**config.mk**
```make
export PLATFORM = sky130hd
export DESIGN_NAME = force_hold_caret_gesture
export DESIGN_NICKNAME = d
export VERILOG_FILES = /design/src/rtl/core/fhcg_pkg.sv /design/src/rtl/core/force_hold_caret_gesture.sv /design/src/rtl/core/fhcg_ctrl.sv /design/src/rtl/core/fhcg_dp.sv
export SDC_FILE = /design/constraint.sdc
export NUM_CORES = 1
export LEC_CHECK = 0
export ABC_CLOCK_PERIOD_IN_PS = 5280
export CAP_MARGIN = 20
export CORE_ASPECT_RATIO = 2
export CORE_MARGIN = 4
export CORE_UTILIZATION = 55
export CTS_BUF_LIST = sky130_fd_sc_hd__clkbuf_8
export CTS_CLUSTER_SIZE = 8
export DETAILED_ROUTE_END_ITERATION = 6
export DONT_BUFFER_PORTS = 1
export PLACE_DENSITY = 0.71
export REMOVE_ABC_BUFFERS = 1
export SLEW_MARGIN = 0
export SYNTH_ARGS = -nofsm -noshare
export SYNTH_HDL_FRONTEND = slang
export SYNTH_SLANG_ARGS = --single-unit
```
**constraint.sdc**
```tcl
create_clock -name clk -period 5.28 [get_ports clk]
set_input_delay 1.056 -clock clk [delete_from_list [all_inputs] [get_ports clk]]
set_output_delay 1.056 -clock clk [all_outputs]
set_load 0.02 [all_outputs]
```
**src/rtl/core/fhcg_pkg.sv**
```systemverilog
// shared types, codes and constants for the force-hold caret gesture block
`default_nettype none
package fhcg_pkg;

  // configuration defaults and widths
  localparam int MAX_STEPS_DEF   = 4;
  localparam int ACCUM_WIDTH_DEF = 24;
  localparam int CFG_INDEX_W     = 2;
  localparam int CFG_DATA_W      = 16;

  localparam logic [15:0] HOLD_TIME_RST = 16'd300;
  localparam logic [11:0] DEADZONE_RST  = 12'd50;
  localparam logic [11:0] MOVE_THR_RST  = 12'd10;

  // configuration register indexes
  typedef enum logic [CFG_INDEX_W-1:0] {
    REG_HOLD_TIME = 2'd0,
    REG_DEADZONE  = 2'd1,
    REG_MOVE_THR  = 2'd2
  } reg_index_t;

  typedef enum logic [2:0] {
    ACT_PRESS    = 3'd0,
    ACT_RELEASE  = 3'd1,
    ACT_MOTION_X = 3'd2,
    ACT_MOTION_Y = 3'd3,
    ACT_TICK     = 3'd4
  } action_t;

  typedef enum logic [3:0] {
    K_FORWARD      = 4'd0,
    K_CONSUMED     = 4'd1,
    K_PRIMARY_REL  = 4'd2,
    K_ENTRY_HAPTIC = 4'd3,
    K_LEFT         = 4'd4,
    K_RIGHT        = 4'd5,
    K_UP           = 4'd6,
    K_DOWN         = 4'd7,
    K_STEP_HAPTIC  = 4'd8,
    K_NOTHING      = 4'd9
  } kind_t;

  typedef enum logic [1:0] {
    MODE_IDLE  = 2'd0,
    MODE_CAND  = 2'd1,
    MODE_CARET = 2'd2
  } mode_t;

  typedef enum logic [2:0] {
    ST_IDLE,
    ST_DECIDE,
    ST_STEP,
    ST_DIR,
    ST_HAP,
    ST_FIRST,
    ST_FINAL
  } fhcg_state_t;

  // controller to datapath
  typedef struct packed {
    logic latch;
    logic decide;
    logic step_eval;
    logic emit_first;
    logic emit_dir;
    logic emit_hap;
    logic emit_final;
  } fhcg_cmd_t;

  // datapath to controller
  typedef struct packed {
    logic caret_motion;
    logic two_results;
    logic step_go;
    logic slot_free;
  } fhcg_stat_t;

endpackage
`default_nettype wire

```
**src/rtl/core/force_hold_caret_gesture.sv**
```systemverilog
// force-hold caret gesture classifier, top level
//
// input channel (in_valid/in_ready): one trackpad event per transfer, with
// action, source_side and motion_value. output channel (out_valid/out_ready):
// one result per transfer, kind and target_side, last marks the final result
// of an event. config channel (cfg_valid/cfg_ready, always ready): cfg_index
// selects hold time, step deadzone or move threshold, cfg_data is the value.
//
// events are handled one at a time by a sequencer over a shared datapath.
// a plain event goes through decide and the final emit before the next
// transfer in, a hold-time tick that enters caret mode emits a first result
// ahead of the final one, and a caret motion runs the step loop for n
// direction steps (n up to MAX_STEPS): an evaluation, then a direction result
// and a step haptic per step. the first result is registered from the emit
// state that follows decide, or the step evaluation for a caret motion.
// a registered output stage lets a new event be taken while the last result
// still waits; a stalled receiver holds the sequencer in its emit state.
// reset (synchronous, rst high) returns to idle with all sums cleared and
// the config registers at 300 / 50 / 10.
`default_nettype none
module force_hold_caret_gesture #(
  parameter int MAX_STEPS   = fhcg_pkg::MAX_STEPS_DEF,
  parameter int ACCUM_WIDTH = fhcg_pkg::ACCUM_WIDTH_DEF
) (
  input  logic                             clk,
  input  logic                             rst,
  // config writes
  input  logic                             cfg_valid,
  output logic                             cfg_ready,
  input  logic [fhcg_pkg::CFG_INDEX_W-1:0] cfg_index,
  input  logic [fhcg_pkg::CFG_DATA_W-1:0]  cfg_data,
  // event input
  input  logic                             in_valid,
  output logic                             in_ready,
  input  logic [2:0]                       action,
  input  logic [1:0]                       source_side,
  input  logic signed [15:0]               motion_value,
  // result output
  output logic                             out_valid,
  input  logic                             out_ready,
  output logic [3:0]                       kind,
  output logic [1:0]                       target_side,
  output logic                             last
);
  import fhcg_pkg::*;

  fhcg_cmd_t  cmd;
  fhcg_stat_t stat;

  // sequencer: decide, step loop, emit
  fhcg_ctrl u_ctrl (
    .clk      (clk),
    .rst      (rst),
    .in_valid (in_valid),
    .in_ready (in_ready),
    .stat     (stat),
    .cmd      (cmd)
  );

  // state, step arithmetic and output register
  fhcg_dp #(
    .MAX_STEPS   (MAX_STEPS),
    .ACCUM_WIDTH (ACCUM_WIDTH)
  ) u_dp (
    .clk          (clk),
    .rst          (rst),
    .cfg_valid    (cfg_valid),
    .cfg_ready    (cfg_ready),
    .cfg_index    (cfg_index),
    .cfg_data     (cfg_data),
    .action       (action),
    .source_side  (source_side),
    .motion_value (motion_value),
    .out_valid    (out_valid),
    .out_ready    (out_ready),
    .kind         (kind),
    .target_side  (target_side),
    .last         (last),
    .cmd          (cmd),
    .stat         (stat)
  );

endmodule
`default_nettype wire

```
**src/rtl/core/fhcg_ctrl.sv**
```systemverilog
// sequencing state machine of the force-hold caret gesture block
`default_nettype none
module fhcg_ctrl (
  input  logic                 clk,
  input  logic                 rst,
  input  logic                 in_valid,
  output logic                 in_ready,
  input  fhcg_pkg::fhcg_stat_t stat,
  output fhcg_pkg::fhcg_cmd_t  cmd
);
  import fhcg_pkg::*;

  fhcg_state_t state, state_next;

  always_ff @(posedge clk) begin
    if (rst) begin
      state <= ST_IDLE;
    end else begin
      state <= state_next;
    end
  end

  // next state
  always_comb begin
    state_next = state;
    unique case (state)
      ST_IDLE: begin
        if (in_valid) state_next = ST_DECIDE;
      end
      ST_DECIDE: begin
        if (stat.caret_motion)     state_next = ST_STEP;
        else if (stat.two_results) state_next = ST_FIRST;
        else                       state_next = ST_FINAL;
      end
      ST_STEP: begin
        state_next = stat.step_go ? ST_DIR : ST_FINAL;
      end
      ST_DIR: begin
        if (stat.slot_free) state_next = ST_HAP;
      end
      ST_HAP: begin
        if (stat.slot_free) state_next = ST_STEP;
      end
      ST_FIRST: begin
        if (stat.slot_free) state_next = ST_FINAL;
      end
      ST_FINAL: begin
        if (stat.slot_free) state_next = ST_IDLE;
      end
      default: state_next = ST_IDLE;
    endcase
  end

  // outputs
  always_comb begin
    cmd      = '0;
    in_ready = 1'b0;
    unique case (state)
      ST_IDLE: begin
        in_ready  = 1'b1;
        cmd.latch = in_valid;
      end
      ST_DECIDE: cmd.decide     = 1'b1;
      ST_STEP:   cmd.step_eval  = 1'b1;
      ST_DIR:    cmd.emit_dir   = stat.slot_free;
      ST_HAP:    cmd.emit_hap   = stat.slot_free;
      ST_FIRST:  cmd.emit_first = stat.slot_free;
      ST_FINAL:  cmd.emit_final = stat.slot_free;
      default: ;
    endcase
  end

  a_cmd_onehot: assert property (@(posedge clk) disable iff (rst) $onehot0(cmd))
    else $error("more than one datapath command at once");

  a_latch_then_decide: assert property (@(posedge clk) disable iff (rst)
    cmd.latch |=> cmd.decide)
    else $error("accepted item not decided in next cycle");

  a_final_to_idle: assert property (@(posedge clk) disable iff (rst)
    cmd.emit_final |=> in_ready)
    else $error("not ready after the final result");

endmodule
`default_nettype wire

```
**src/rtl/core/fhcg_dp.sv**
```systemverilog
// datapath: config registers, gesture state, step engine and output register
`default_nettype none
module fhcg_dp #(
  parameter int MAX_STEPS   = fhcg_pkg::MAX_STEPS_DEF,
  parameter int ACCUM_WIDTH = fhcg_pkg::ACCUM_WIDTH_DEF
) (
  input  logic                               clk,
  input  logic                               rst,
  input  logic                               cfg_valid,
  output logic                               cfg_ready,
  input  logic [fhcg_pkg::CFG_INDEX_W-1:0]   cfg_index,
  input  logic [fhcg_pkg::CFG_DATA_W-1:0]    cfg_data,
  input  logic [2:0]                         action,
  input  logic [1:0]                         source_side,
  input  logic [15:0]                        motion_value,
  output logic                               out_valid,
  input  logic                               out_ready,
  output logic [3:0]                         kind,
  output logic [1:0]                         target_side,
  output logic                               last,
  input  fhcg_pkg::fhcg_cmd_t                cmd,
  output fhcg_pkg::fhcg_stat_t               stat
);
  import fhcg_pkg::*;

  localparam int AW = ACCUM_WIDTH;
  localparam int SW = $clog2(MAX_STEPS + 1);
  localparam logic [SW-1:0] STEP_LIMIT = SW'(MAX_STEPS);
  localparam logic [AW-1:0] ACC_MAX = {1'b0, {(AW-1){1'b1}}};
  localparam logic [AW-1:0] ACC_MIN = {1'b1, {(AW-1){1'b0}}};

  // configuration
  logic [15:0] hold_time;
  logic [11:0] step_deadzone;
  logic [11:0] move_threshold;

  assign cfg_ready = 1'b1;

  always_ff @(posedge clk) begin
    if (rst) begin
      hold_time      <= HOLD_TIME_RST;
      step_deadzone  <= DEADZONE_RST;
      move_threshold <= MOVE_THR_RST;
    end else if (cfg_valid) begin
      case (cfg_index)
        REG_HOLD_TIME: hold_time      <= cfg_data;
        REG_DEADZONE:  step_deadzone  <= cfg_data[11:0];
        REG_MOVE_THR:  move_threshold <= cfg_data[11:0];
        default: ;
      endcase
    end
  end

  // latched item
  logic [2:0]  item_action;
  logic [1:0]  item_side;
  logic [15:0] item_value;

  always_ff @(posedge clk) begin
    if (cmd.latch) begin
      item_action <= action;
      item_side   <= source_side;
      item_value  <= motion_value;
    end
  end

  // gesture state
  mode_t         mode, mode_next;
  logic [1:0]    session_side, session_side_next;
  logic [15:0]   hold_count, hold_count_next;
  logic [AW-1:0] accum_x, accum_x_next;
  logic [AW-1:0] accum_y, accum_y_next;
  logic [SW-1:0] steps;

  // final result of the item, set at decide
  kind_t      fin_kind;
  logic [1:0] fin_side;

  // step engine
  kind_t dir_kind;
  logic  dir_x;
  logic  dir_neg;

  logic [AW-1:0] dz;
  assign dz = {{(AW-12){1'b0}}, step_deadzone};

  // decide helpers
  logic          value_zero;
  logic [16:0]   value_mag;
  logic [15:0]   hold_inc;
  logic          hold_reached;
  logic [AW-1:0] acc_sel;
  logic [AW:0]   acc_sum;
  logic [AW-1:0] acc_sat;

  assign value_zero   = (item_value == 16'd0);
  assign value_mag    = item_value[15] ? (17'd0 - {1'b1, item_value}) : {1'b0, item_value};
  assign hold_inc     = (hold_count == 16'hFFFF) ? hold_count : hold_count + 16'd1;
  assign hold_reached = (hold_inc >= hold_time);
  assign acc_sel      = (item_action == ACT_MOTION_X) ? accum_x : accum_y;
  assign acc_sum      = {acc_sel[AW-1], acc_sel}
                      + {{(AW+1-16){item_value[15]}}, item_value};
  assign acc_sat      = (acc_sum[AW] != acc_sum[AW-1]) ? (acc_sum[AW] ? ACC_MIN : ACC_MAX)
                                                       : acc_sum[AW-1:0];

  mode_t         dec_mode;
  logic [1:0]    dec_session;
  logic [15:0]   dec_hold;
  logic [AW-1:0] dec_ax;
  logic [AW-1:0] dec_ay;
  kind_t         dec_kind;
  logic [1:0]    dec_side;
  logic          dec_two;
  logic          dec_caret;

  always_comb begin
    dec_mode    = mode;
    dec_session = session_side;
    dec_hold    = hold_count;
    dec_ax      = accum_x;
    dec_ay      = accum_y;
    dec_kind    = K_FORWARD;
    dec_side    = item_side;
    dec_two     = 1'b0;
    dec_caret   = 1'b0;
    unique case (item_action)
      ACT_PRESS: begin
        if (mode == MODE_IDLE) begin
          dec_mode    = MODE_CAND;
          dec_session = item_side;
          dec_hold    = '0;
          dec_ax      = '0;
          dec_ay      = '0;
        end
      end
      ACT_RELEASE: begin
        if (mode != MODE_IDLE && session_side == item_side) begin
          if (mode == MODE_CARET) dec_kind = K_CONSUMED;
          dec_mode    = MODE_IDLE;
          dec_session = '0;
          dec_hold    = '0;
          dec_ax      = '0;
          dec_ay      = '0;
        end
      end
      ACT_MOTION_X, ACT_MOTION_Y: begin
        if (!value_zero && mode == MODE_CAND) begin
          if (value_mag >= {5'd0, move_threshold}) begin
            dec_mode    = MODE_IDLE;
            dec_session = '0;
            dec_hold    = '0;
            dec_ax      = '0;
            dec_ay      = '0;
          end
        end else if (!value_zero && mode == MODE_CARET) begin
          dec_caret = 1'b1;
          dec_kind  = K_CONSUMED;
          if (item_action == ACT_MOTION_X) dec_ax = acc_sat;
          else                             dec_ay = acc_sat;
        end
      end
      ACT_TICK: begin
        dec_kind = K_NOTHING;
        dec_side = '0;
        if (mode == MODE_CAND) begin
          dec_hold = hold_inc;
          if (hold_reached) begin
            dec_mode = MODE_CARET;
            dec_ax   = '0;
            dec_ay   = '0;
            dec_two  = 1'b1;
            dec_kind = K_ENTRY_HAPTIC;
            dec_side = session_side;
          end
        end
      end
      default: ;
    endcase
  end

  // step evaluation on the dominant axis
  logic [AW-1:0] ax_mag, ay_mag, max_mag;
  logic          pick_x;
  logic          step_go;

  assign ax_mag  = accum_x[AW-1] ? (~accum_x + 1'b1) : accum_x;
  assign ay_mag  = accum_y[AW-1] ? (~accum_y + 1'b1) : accum_y;
  assign pick_x  = (ax_mag >= ay_mag);
  assign max_mag = pick_x ? ax_mag : ay_mag;
  assign step_go = (steps < STEP_LIMIT) && (max_mag >= dz);

  always_ff @(posedge clk) begin
    if (cmd.step_eval) begin
      dir_x   <= pick_x;
      dir_neg <= pick_x ? accum_x[AW-1] : accum_y[AW-1];
      if (pick_x) dir_kind <= accum_x[AW-1] ? K_LEFT : K_RIGHT;
      else        dir_kind <= accum_y[AW-1] ? K_UP : K_DOWN;
    end
    if (cmd.decide) begin
      fin_kind <= dec_kind;
      fin_side <= dec_side;
    end
  end

  // state next values
  always_comb begin
    mode_next         = mode;
    session_side_next = session_side;
    hold_count_next   = hold_count;
    accum_x_next      = accum_x;
    accum_y_next      = accum_y;
    if (cmd.decide) begin
      mode_next         = dec_mode;
      session_side_next = dec_session;
      hold_count_next   = dec_hold;
      accum_x_next      = dec_ax;
      accum_y_next      = dec_ay;
    end else if (cmd.emit_dir) begin
      // magnitude is at least dz here, so no wrap
      if (dir_x) accum_x_next = dir_neg ? accum_x + dz : accum_x - dz;
      else       accum_y_next = dir_neg ? accum_y + dz : accum_y - dz;
    end
  end

  always_ff @(posedge clk) begin
    if (rst) begin
      mode         <= MODE_IDLE;
      session_side <= '0;
      hold_count   <= '0;
      accum_x      <= '0;
      accum_y      <= '0;
      steps        <= '0;
    end else begin
      mode         <= mode_next;
      session_side <= session_side_next;
      hold_count   <= hold_count_next;
      accum_x      <= accum_x_next;
      accum_y      <= accum_y_next;
      if (cmd.decide)        steps <= '0;
      else if (cmd.emit_hap) steps <= steps + 1'b1;
    end
  end

  // output register
  logic  any_emit;
  kind_t out_kind;

  assign any_emit = cmd.emit_first | cmd.emit_dir | cmd.emit_hap | cmd.emit_final;

  always_ff @(posedge clk) begin
    if (rst) begin
      out_valid <= 1'b0;
    end else if (any_emit) begin
      out_valid <= 1'b1;
    end else if (out_ready) begin
      out_valid <= 1'b0;
    end
  end

  always_ff @(posedge clk) begin
    priority if (cmd.emit_first) begin
      out_kind    <= K_PRIMARY_REL;
      target_side <= session_side;
      last        <= 1'b0;
    end else if (cmd.emit_dir) begin
      out_kind    <= dir_kind;
      target_side <= session_side;
      last        <= 1'b0;
    end else if (cmd.emit_hap) begin
      out_kind    <= K_STEP_HAPTIC;
      target_side <= item_side;
      last        <= 1'b0;
    end else if (cmd.emit_final) begin
      out_kind    <= fin_kind;
      target_side <= fin_side;
      last        <= 1'b1;
    end
  end

  assign kind = out_kind;

  assign stat.caret_motion = dec_caret;
  assign stat.two_results  = dec_two;
  assign stat.step_go      = step_go;
  assign stat.slot_free    = !out_valid || out_ready;

  a_emit_slot: assert property (@(posedge clk) disable iff (rst)
    any_emit |-> (!out_valid || out_ready))
    else $error("result loaded over one not yet taken");

  a_step_bound: assert property (@(posedge clk) disable iff (rst) steps <= STEP_LIMIT)
    else $error("step count beyond limit");

  a_enter_caret: assert property (@(posedge clk) disable iff (rst)
    (cmd.decide && dec_two) |=> (mode == MODE_CARET))
    else $error("hold reached without entering caret mode");

endmodule
`default_nettype wire
```
==> reports/metrics.yaml, run 1 <==
r2r_cells: 21
end_kind: "register"
reg2reg_to: "u_ctrl.state[0]"
power_leakage_nw: 6.37
hold_viol: 0
synth-main-ff-cell: "dfxtp_1"
nets: 1987
synthesis.area_mm2: 0.0137
min_period_ns: 5.08
grt_max_degree: 119
area_growth_syn_to_layout_pct: 10.6
wire_per_inst_um: 22.8
power.switching_w: 0.00476
required_ns: 5.67
crit_top_cell: "a21o_1"
clk_path_buf_depth: 2
vias: 13700
slew-limit-headroom_pct: 27.9
clk_pin_slew_ns: 0.09
crit_chain: "or4_1 -> or3_1 -> buf_4 -> o31ai_1 -> xor2_1 -> ha_1 -> a21o_1 -> a21oi_1 -> nand3_2 -> buf_6 -> a21oi_2 -> ha_1 -> nand2b_1 -> a21o_1 -> a21o_1 -> a21oi_2 -> o21ai_1 -> a221oi_1 -> o21ai_1 -> o211ai_1 -> nand2_1"
dieArea_mm2: 0.0276
std_cell_rows: 81
hpwl_um: 38700
startpoint_type: "register"
cap_violations: 0
crit_buf_inv: 2
detail-route-antenna-nets: 0
drive_above_1_share_pct: 11.3
crit_family: "compound AO/OA/AOI/OAI gates"
finalClockSkew_ns: 0.0105
whs_path_depth: 2
netlist_instances: 1754
finalCritPeriodShare_pct: 96.2
viasPerCell: 6.36
rrSetupSlack_ns: 0.20
yosysSeqAreaShare_pct: 24.6
pwr-share-seq_pct: 18.2
cts_tree: "yes"
critPathKind: "reg2reg"
grt_pass1_wl_um: 74300
grt_pass1_vias: 13700
setup_violations: 0
power_frac_clock_pct: 9.5
port_buffers: 0
fin_area_mm2: 0.0151
combPwrFrac_pct: 72.3
gp_congestion: 1.01
yosys.area.top_type_share_pct: 17.6
antenna_found_initial: 1
cpPeakStageDelay_ns: 0.67
power_density_mw_per_mm2: 621
status: "finished, violations left"
cts_buffers: 17
routed_wl_um: 48900
synth-seq-cells: 152
clock_sinks: 152
synthArstFlopShare_pct: 0
ys_types: 80
track_usage_pct: 35.3
drt_iter0_markers: 958
max-vdd-ir-drop_mv: 0.418
core_mm2: 0.0245
p_int_w: 0.00463
worstHoldPathType: "reg2reg"
cts_root_buffer: "clkbuf_8"
drc: 1
cp_slowest_cell: "or4_1"
yosys.area.top_type: "dfxtp_1"
htree_levels: 4
swShare_pct: 50.7
hold_start: "u_dp.move_threshold[11]"
p_total_w: 0.00939
final_max_slew_viol_count: 0
cp.arrival_ns: 5.47
overflow: 0
r2r-start: "u_dp.accum_y[8]"
drt-pass1-iter-count: 7
holdWs_ns: 0.461
max_slew.worst_pin.slew_ns: 1.05
dpl_cell_area_mm2: 0.0146
crit_fanout: 6
ios: 54
avgSynthCellArea_um2: 7.80
ys_warn_count: 0
die_x_um: 120
initial_core_util_pct: 55.8
synth_edf_count: 32
die_h_um: 231
hold_path_end: "u_dp.move_threshold[11]"
violations: "DRC"
ys_top_cells_by_area: "dfxtp_1 18%, ha_1 13%, edfxtp_1 7.0%"
fmax_mhz: 197
clk_latency_ns: 0.50
==> state kept, by name (all words and copies together), names as in the netlist, 2 cells and up <==
| register | cells |
|---|---|
| u_dp.accum_x | 24 |
| u_dp.accum_y | 24 |
| u_dp.hold_count | 16 |
| u_dp.hold_time | 16 |
| u_dp.item_value | 16 |
| u_dp.move_threshold | 12 |
| u_dp.step_deadzone | 12 |
| u_dp.kind | 4 |
| u_ctrl.state | 3 |
| u_dp.fin_kind | 3 |
| u_dp.item_action | 3 |
| u_dp.steps | 3 |
| u_dp.dir_kind | 2 |
| u_dp.fin_side | 2 |
| u_dp.item_side | 2 |
| u_dp.mode | 2 |
| u_dp.session_side | 2 |
| u_dp.target_side | 2 |
==> worst max-delay path by stage <==
stage | from | to | slack, ns | cells past startpoint
floorplan | u_dp.accum_x[1] | u_ctrl.state[0] | 0.22 | 25
global placement | u_dp.accum_x[0] | u_ctrl.state[0] | 0.09 | 26
detailed placement | u_dp.accum_x[14] | u_ctrl.state[0] | -0.02 | 23
CTS | u_dp.accum_x[0] | u_ctrl.state[0] | 0.01 | 26
global route | u_dp.accum_x[1] | u_ctrl.state[0] | -0.003 | 26
finish | u_dp.accum_y[8] | u_ctrl.state[0] | 0.20 | 21
==> per-layer routing <==
layer  wire length (µm)  vias up  GRT usage, %
met1              15300     6403          29.9
met3               2110      261          6.81
met5                  0        -             0
met2              25300      476          64.6
met4               6310        0          37.4
li1                   -     6516             -
==> tightest hold or removal path: cells and delay by family (launching register included) <==
kind	cells	cell delay, ns
compound gates	1	0.05
flops	1	0.32
simple gates	1	0.05
==> cells in the final DEF (no fill, tap or decap), types with 5 or more instances in the layout <==
cell / netlist / final
a2111oi_0: 6 / 5
or3_1: 16 / 15
a21o_1: 41 / 41
nor4_1: 15 / 14
nand3b_1: 11 / 11
a211oi_1: 21 / 21
xnor2_1: 85 / 85
o31ai_1: 22 / 19
xor2_1: 51 / 51
nand4_1: 18 / 18
or4_1: 9 / 8
inv_1: 83 / 81
o21bai_1: 6 / 6
and4_1: 5 / 5
and2_1: 12 / 12
a211o_1: 18 / 18
o21a_1: 18 / 18
nand2_1: 208 / 208
inv_6: 0 / 6
mux2i_1: 7 / 7
ha_1: 140 / 139
a311oi_1: 46 / 46
dfxtp_1: 120 / 120
and3_1: 9 / 9
or2_2: 7 / 7
nand3_1: 32 / 30
edfxtp_1: 32 / 32
nor3_1: 37 / 35
o41ai_1: 8 / 8
a21oi_1: 145 / 143
nand2b_1: 22 / 22
buf_4: 1 / 107
a31oi_1: 20 / 20
mux2_2: 26 / 26
clkbuf_8: 0 / 17
o21ai_1: 3 / 6
o21ai_0: 113 / 110
nor2b_1: 15 / 15
nor2_1: 155 / 154
==> per-stage QoR <==
stage / util (%) / setup slack, ns / TNS, ns / std cells
finish: 61.7 / 0.200 / 0 / 2146
detailed placement: 59.6 / -0.0219 / -0.0298 / 2109
global route: 61.7 / -0.00262 / -0.00262 / 2146
floorplan: - / 0.220 / 0 / 1669
CTS: 61.1 / 0.0139 / 0 / 2141
global placement: 59.6 / 0.0947 / 0 / 2109
==> power groups by stage <==
stage               combinational, W  clock (W)  sequential [W]
floorplan                    0.00418          0         0.00174
global placement             0.00631          0         0.00171
detailed placement           0.00643          0         0.00172
CTS                          0.00648   0.000903         0.00170
global route                 0.00749   0.000943         0.00173
finish                       0.00679   0.000891         0.00171
==> cell type report <==
class	instances	area [µm²]
clock inverters	15	141
well taps	332	415
clock buffers	17	234
flip-flops and latches	152	3360
diodes	1	2.50
inverters	84	315
fillers	2312	9400
repair buffers	112	885
multi-input cells	1433	9770
==> Yosys cell counts (all sizes together) (37+ instances only) <==
| master | n |
|---|---|
| clkbuf | 63 |
| xor2 | 51 |
| inv | 83 |
| dfxtp | 120 |
| nor3 | 37 |
| a21oi | 145 |
| o21ai | 116 |
| a311oi | 47 |
| nor2 | 155 |
| a21o | 41 |
| ha | 140 |
| nand2 | 208 |
| xnor2 | 85 |
==> cell families after synthesis <==
| logic type | synth area share (%) |
|---|---|
| and+or+nand+nor | 20.4 |
| AOI/OAI and AO/OA | 25.7 |
| buffers and inverters | 4.77 |
| DFF | 24.6 |
| adders and majority gates | 13.2 |
| xor gates and xnor gates | 8.70 |
| muxes | 2.65 |
| other | 0.0274 |
==> repair_timing <==
action | CTS | global route
gates resized for setup | 2 | 23
setup endpoints to repair | 2 | 5
pin swaps | 0 | 8
hold buffers | 0 | 0
setup buffers | 0 | 2
Power figures use the tool's default switching activity.
==> run 2: changes to the inputs <==
--- a/config.mk
+++ b/config.mk
@@ -7,7 +7,6 @@
 export LEC_CHECK = 0
 export ABC_CLOCK_PERIOD_IN_PS = 5280
 export CAP_MARGIN = 20
-export CORE_ASPECT_RATIO = 2
 export CORE_MARGIN = 4
 export CORE_UTILIZATION = 55
 export CTS_BUF_LIST = sky130_fd_sc_hd__clkbuf_8
==> reports/metrics.yaml, run 2 (synthesized netlist as in run 1, its figures left out) <==
status: "finished, violations left"  # unchanged
violations: "DRC"  # unchanged
drive_above_1_share_pct: 9.76  # was 11.3%
worstHoldPathType: "reg2reg"  # unchanged
power_density_mw_per_mm2: 616  # was 621 mW/mm²
ios: 54  # unchanged
wire_per_inst_um: 18.8  # was 22.8 µm
htree_levels: 4  # unchanged
antenna_found_initial: 0  # was 1
final_common_cell: "nand2_1"  # unchanged
grt.busiest_layer: "met2"  # unchanged
required_ns: 5.66  # was 5.67 ns
clk_path_buf_depth: 2  # unchanged
clk_pin_slew_ns: 0.11  # was 0.09 ns
slew-limit-headroom_pct: 25.3  # was 27.9%
dpl.cell_count: 2070  # was 2109
clock_sinks: 152  # unchanged
n_antenna_cell: 0  # was 1
finalClockSkew_ns: 0.0269  # was 0.0105 ns
final_max_slew_viol_count: 0  # unchanged
finalCritPeriodShare_pct: 95.9  # was 96.2%
grt_pass1_vias: 12000  # was 13700
cp.arrival_ns: 5.45  # was 5.47 ns
instances_no_fill: 2107  # was 2146
fin_tns_setup_ns: 0  # unchanged
gp_congestion: 0.924  # was 1.01
cts_tree: "yes"  # unchanged
cts_root_buffer: "clkbuf_8"  # unchanged
nets: 1957  # was 1987
track_usage_pct: 27.7  # was 35.3%
grt_util_met1_pct: 41.5  # was 29.9%
area_growth_syn_to_layout_pct: 9.12  # was 10.6%
std_cell_rows: 57  # was 81
startpoint_type: "register"  # unchanged
die_h_um: 166  # was 231 µm
critPathKind: "reg2reg"  # unchanged
grtUsageMet2_pct: 42.0  # was 64.6%
detail-route-antenna-nets: 0  # unchanged
drt_iter0_markers: 1316  # was 958
cap_violations: 0  # unchanged
holdWs_ns: 0.458  # was 0.461 ns
fmax_mhz: 198  # was 197 MHz
cts_buffers: 17  # unchanged
crit_fanout: 5  # was 6
hpwl_um: 30600  # was 38700 µm
power_leakage_nw: 6.26  # was 6.37 nW
end_kind: "register"  # unchanged
dieArea_mm2: 0.0275  # was 0.0276 mm²
viasPerCell: 6.25  # was 6.36
max_slew.worst_pin.slew_ns: 1.09  # was 1.05 ns
drt-pass1-iter-count: 7  # unchanged
use_met3_pct: 5.45  # was 6.81%
setup_violations: 0  # unchanged
routed_wl_um: 39500  # was 48900 µm
layout_common_cells: "208 x nand2_1, 153 x nor2_1, 144 x a21oi_1, 139 x ha_1, 119 x dfxtp_1"  # was 208 x nand2_1, 154 x nor2_1, 143 x a21oi_1, 139 x ha_1, 120 x dfxtp_1
port_buffers: 0  # unchanged
drc: 1  # unchanged
min_period_ns: 5.06  # was 5.08 ns
clk_latency_ns: 0.48  # was 0.50 ns
vias: 13200  # was 13700
die_x_um: 166  # was 120 µm
max-vdd-ir-drop_mv: 0.421  # was 0.418 mV
initial_core_util_pct: 56.1  # was 55.8%
hold_viol: 0  # unchanged
grt_pass1_wl_um: 63500  # was 74300 µm
overflow: 0  # unchanged
core_mm2: 0.0244  # was 0.0245 mm²
largest_registers: "u_dp.accum_x (24), u_dp.accum_y (24)"  # unchanged
grt_max_degree: 119  # unchanged
## run 2: cell count changes in the layout (fill, tap and decap cells not counted), moves of 3 or more
cell / previous run / this run
inv_6: 6 / 1
clkinv_8: 0 / 4
inv_8: 0 / 7
buf_4: 107 / 79
clkinvlp_4: 3 / 0
## run 2: layout make-up
type / count / area (µm²)
tap: 324 / 405
clock buffer: 17 / 234
clock inverter: 15 / 198
inverter: 84 / 318
fill: 2258 / 9460
sequential: 152 / 3360
multi-input combinational: 1433 / 9760
timing repair buffer: 82 / 652
## run 2: power breakdown
part | leakage (nW) | internal [W] | switching (W)
clock | 0.219 | 0.000412 | 0.000569
combinational | 4.76 | 0.00278 | 0.00372
sequential | 1.28 | 0.00143 | 0.000289
## run 2: critical path, cell delays in order, from the launching register on
cell and delay (ns):
dfxtp_1 0.31, or4_1 0.62, nor4b_1 0.38, buf_4 0.19
nand2b_1 0.13, o31a_1 0.27, xor2_1 0.14, ha_1 0.33
a21o_1 0.19, a21o_1 0.16, a21oi_1 0.20, nand3_2 0.21
nor2_2 0.19, a21oi_2 0.04, ha_1 0.26, nand2b_1 0.14
a21o_1 0.17, a21o_1 0.17, a21oi_1 0.17, o21ai_1 0.10
a221oi_2 0.27, o21ai_2 0.10, o211ai_1 0.16, nand2_1 0.06
## run 2: metal layers
layer | share of wire [%] | wire (µm)
met1 | 46 | 18400
met3 | 9.3 | 3660
met5 | 0 | 0
met2 | 43 | 17000
met4 | 1.1 | 444
## run 2: what timing repair did
action | CTS | global route
hold buffers | 0 | 0
endpoints found under the setup margin | 2 | 2
resized for setup | 4 | 19
buffers inserted | 0 | 3
endpoints found under the hold margin | 0 | 0
pin swaps | 0 | 9
## run 2: final timing paths
path                                start                       to  slack (ns)  cells past startpoint
hold / removal    u_dp.move_threshold[11]  u_dp.move_threshold[11]        0.46                      2
setup / recovery         u_dp.accum_x[10]          u_ctrl.state[0]        0.22                     23
hold reg to reg   u_dp.move_threshold[11]  u_dp.move_threshold[11]        0.46                      2
setup reg to reg         u_dp.accum_x[10]          u_ctrl.state[0]        0.22                     23
## run 2: metrics by stage
stage	util, %	worst slack (ns)	power [W]	cell area, µm²
global placement	58.8	0.108	0.00743	14400
CTS	60.6	0.0518	0.00867	14800
global route	61.2	-0.0443	0.00999	14900
finish	61.2	0.219	0.00919	14900
detailed placement	58.8	-0.201	0.00763	14400
floorplan	-	0.220	0.00592	13300
==> run 3: changes to the inputs <==
--- a/config.mk
+++ b/config.mk
@@ -13,7 +13,7 @@
 export CTS_CLUSTER_SIZE = 8
 export DETAILED_ROUTE_END_ITERATION = 6
 export DONT_BUFFER_PORTS = 1
-export PLACE_DENSITY = 0.71
+export PLACE_DENSITY = 0.73
 export REMOVE_ABC_BUFFERS = 1
 export SLEW_MARGIN = 0
 export SYNTH_ARGS = -nofsm -noshare
==> reports/metrics.yaml, run 3 (synthesized netlist as in run 1, its figures left out) <==
final_common_cell: "nand2_1"  # unchanged
die_h_um: 166  # unchanged
nets: 1961  # was 1957
crit_top_cell: "a21o_1"  # unchanged
cp_slowest_cell: "or4b_4"  # was or4_1
largest_registers: "u_dp.accum_x (24), u_dp.accum_y (24)"  # unchanged
drt-pass1-iter-count: 5  # was 7
initial_core_util_pct: 56.1  # unchanged
overflow: 0  # unchanged
power_leakage_nw: 6.26  # about the same
finalCritPeriodShare_pct: 95.3  # was 95.9%
drt_iter0_markers: 1213  # was 1316
cts_tree: "yes"  # unchanged
dieArea_mm2: 0.0275  # unchanged
clock_sinks: 152  # unchanged
routed_wl_um: 39100  # was 39500 µm
power_density_mw_per_mm2: 594  # was 616 mW/mm²
nFillCells: 2148  # was 2258
grt_pass1_wl_um: 62100  # was 63500 µm
vias: 13300  # was 13200
detail-route-antenna-nets: 0  # unchanged
cts_root_buffer: "clkbuf_8"  # unchanged
cap_violations: 0  # unchanged
layout_common_cells: "208 x nand2_1, 154 x nor2_1, 143 x a21oi_1, 139 x ha_1, 120 x dfxtp_1"  # was 208 x nand2_1, 153 x nor2_1, 144 x a21oi_1, 139 x ha_1, 119 x dfxtp_1
setup_violations: 0  # unchanged
crit_buf_inv: 2  # was 1
gp_congestion: 0.939  # was 0.924
dpl.cell_count: 2074  # was 2070
max-vdd-ir-drop_mv: 0.439  # was 0.421 mV
viasPerCell: 6.30  # was 6.25
area_growth_syn_to_layout_pct: 9.39  # was 9.12%
hold_viol: 0  # unchanged
instances_no_fill: 2111  # was 2107
track_usage_pct: 27.1  # was 27.7%
ctsHoldBuffers: 0  # unchanged
core_mm2: 0.0244  # unchanged
cpPeakStageDelay_ns: 0.50  # was 0.62 ns
end_kind: "register"  # unchanged
drc: 0  # was 1
min_period_ns: 5.03  # was 5.06 ns
n_antenna_cell: 0  # unchanged
die_x_um: 166  # unchanged
final_util_pct: 61.4  # was 61.2%
cp.arrival_ns: 5.40  # was 5.45 ns
ios: 54  # unchanged
cts_buffers: 17  # unchanged
grt_pass1_vias: 12000  # about the same
hpwl_um: 30300  # was 30600 µm
fin_area_mm2: 0.0150  # was 0.0149 mm²
crit_family: "compound AO/OA/AOI/OAI gates"  # unchanged
clk_pin_slew_ns: 0.11  # about the same
port_buffers: 0  # unchanged
std_cell_rows: 57  # unchanged
critPathKind: "reg2reg"  # unchanged
clk_path_buf_depth: 2  # unchanged
finalClockSkew_ns: 0.0236  # was 0.0269 ns
grt_max_degree: 119  # unchanged
dpl_worst_slack_ns: -0.0755  # was -0.201 ns
antenna_found_initial: 0  # unchanged
wire_per_inst_um: 18.5  # was 18.8 µm
status: "complete, no violations"  # was finished, violations left
fmax_mhz: 199  # was 198 MHz
timing.final.ws_setup_ns: 0.249  # was 0.219 ns
drive_above_1_share_pct: 10.1  # was 9.76%
slew-limit-headroom_pct: 43.1  # was 25.3%
worstHoldPathType: "reg2reg"  # unchanged
dpl_cell_area_mm2: 0.0144  # about the same
htree_levels: 4  # unchanged
crit_fanout: 6  # was 5
required_ns: 5.65  # was 5.66 ns
clk_latency_ns: 0.47  # was 0.48 ns
max_slew.worst_pin.slew_ns: 0.832  # was 1.09 ns
holdWs_ns: 0.457  # was 0.458 ns
final_max_slew_viol_count: 0  # unchanged
startpoint_type: "register"  # unchanged
[run 3: per-layer routing]
| metal | GRT usage [%] | vias to the layer above | routed length (µm) |
|---|---|---|---|
| met1 | 38.6 | 6226 | 17700 |
| met5 | 0 | - | 0 |
| met3 | 7.64 | 50 | 3900 |
| li1 | - | 6471 | - |
| met2 | 41.0 | 552 | 16800 |
| met4 | 5.95 | 0 | 632 |
[run 3: area by class of cell]
| cell class | instances | area [µm²] | share of cell area (%) |
|---|---|---|---|
| multi-input cells | 1433 | 9790 | 65.4 |
| clock inverters | 14 | 143 | 0.953 |
| repair buffers | 86 | 707 | 4.72 |
| flip-flops and latches | 152 | 3360 | 22.5 |
| clock buffers | 18 | 248 | 1.65 |
| inverters | 84 | 318 | 2.12 |
| well taps | 324 | 405 | 2.71 |
[run 3: repair_timing]
item | in CTS | in global routing
setup endpoints to repair | 2 | 2
pin swaps | 0 | 11
buffers inserted | 0 | 3
gates resized for setup | 2 | 23
endpoints found under the hold margin | 0 | 0
cloned | 0 | 0
[run 3: stage by stage]
step           setup TNS, ns  power, W
2_1_floorplan              0   0.00592
3_3_place_gp               0   0.00741
3_5_place_dp          -0.113   0.00762
4_1_cts                    0   0.00856
5_1_grt              -0.0927   0.00966
6_report                   0   0.00889
[run 3: worst paths after layout]
path,startpoint,endpoint,slack (ns),cells after the start
hold reg to reg,u_dp.hold_time[1],u_dp.hold_time[1],0.46,2
hold / removal,u_dp.hold_time[1],u_dp.hold_time[1],0.46,2
setup / recovery,u_dp.accum_x[1],u_ctrl.state[0],0.25,26
setup reg to reg,u_dp.accum_x[1],u_ctrl.state[0],0.25,26
[run 3: report_power, final]
group	total (W)	switching [W]	internal, W
Clock	0.000918	0.000547	0.000370
Sequential	0.00173	0.000302	0.00143
Combinational	0.00624	0.00357	0.00267
[run 3: tightest hold or removal path, stage by stage, from the launching register on]
cell	delay, ns
dfxtp_1	0.32
nand2_1	0.05
a21oi_1	0.05
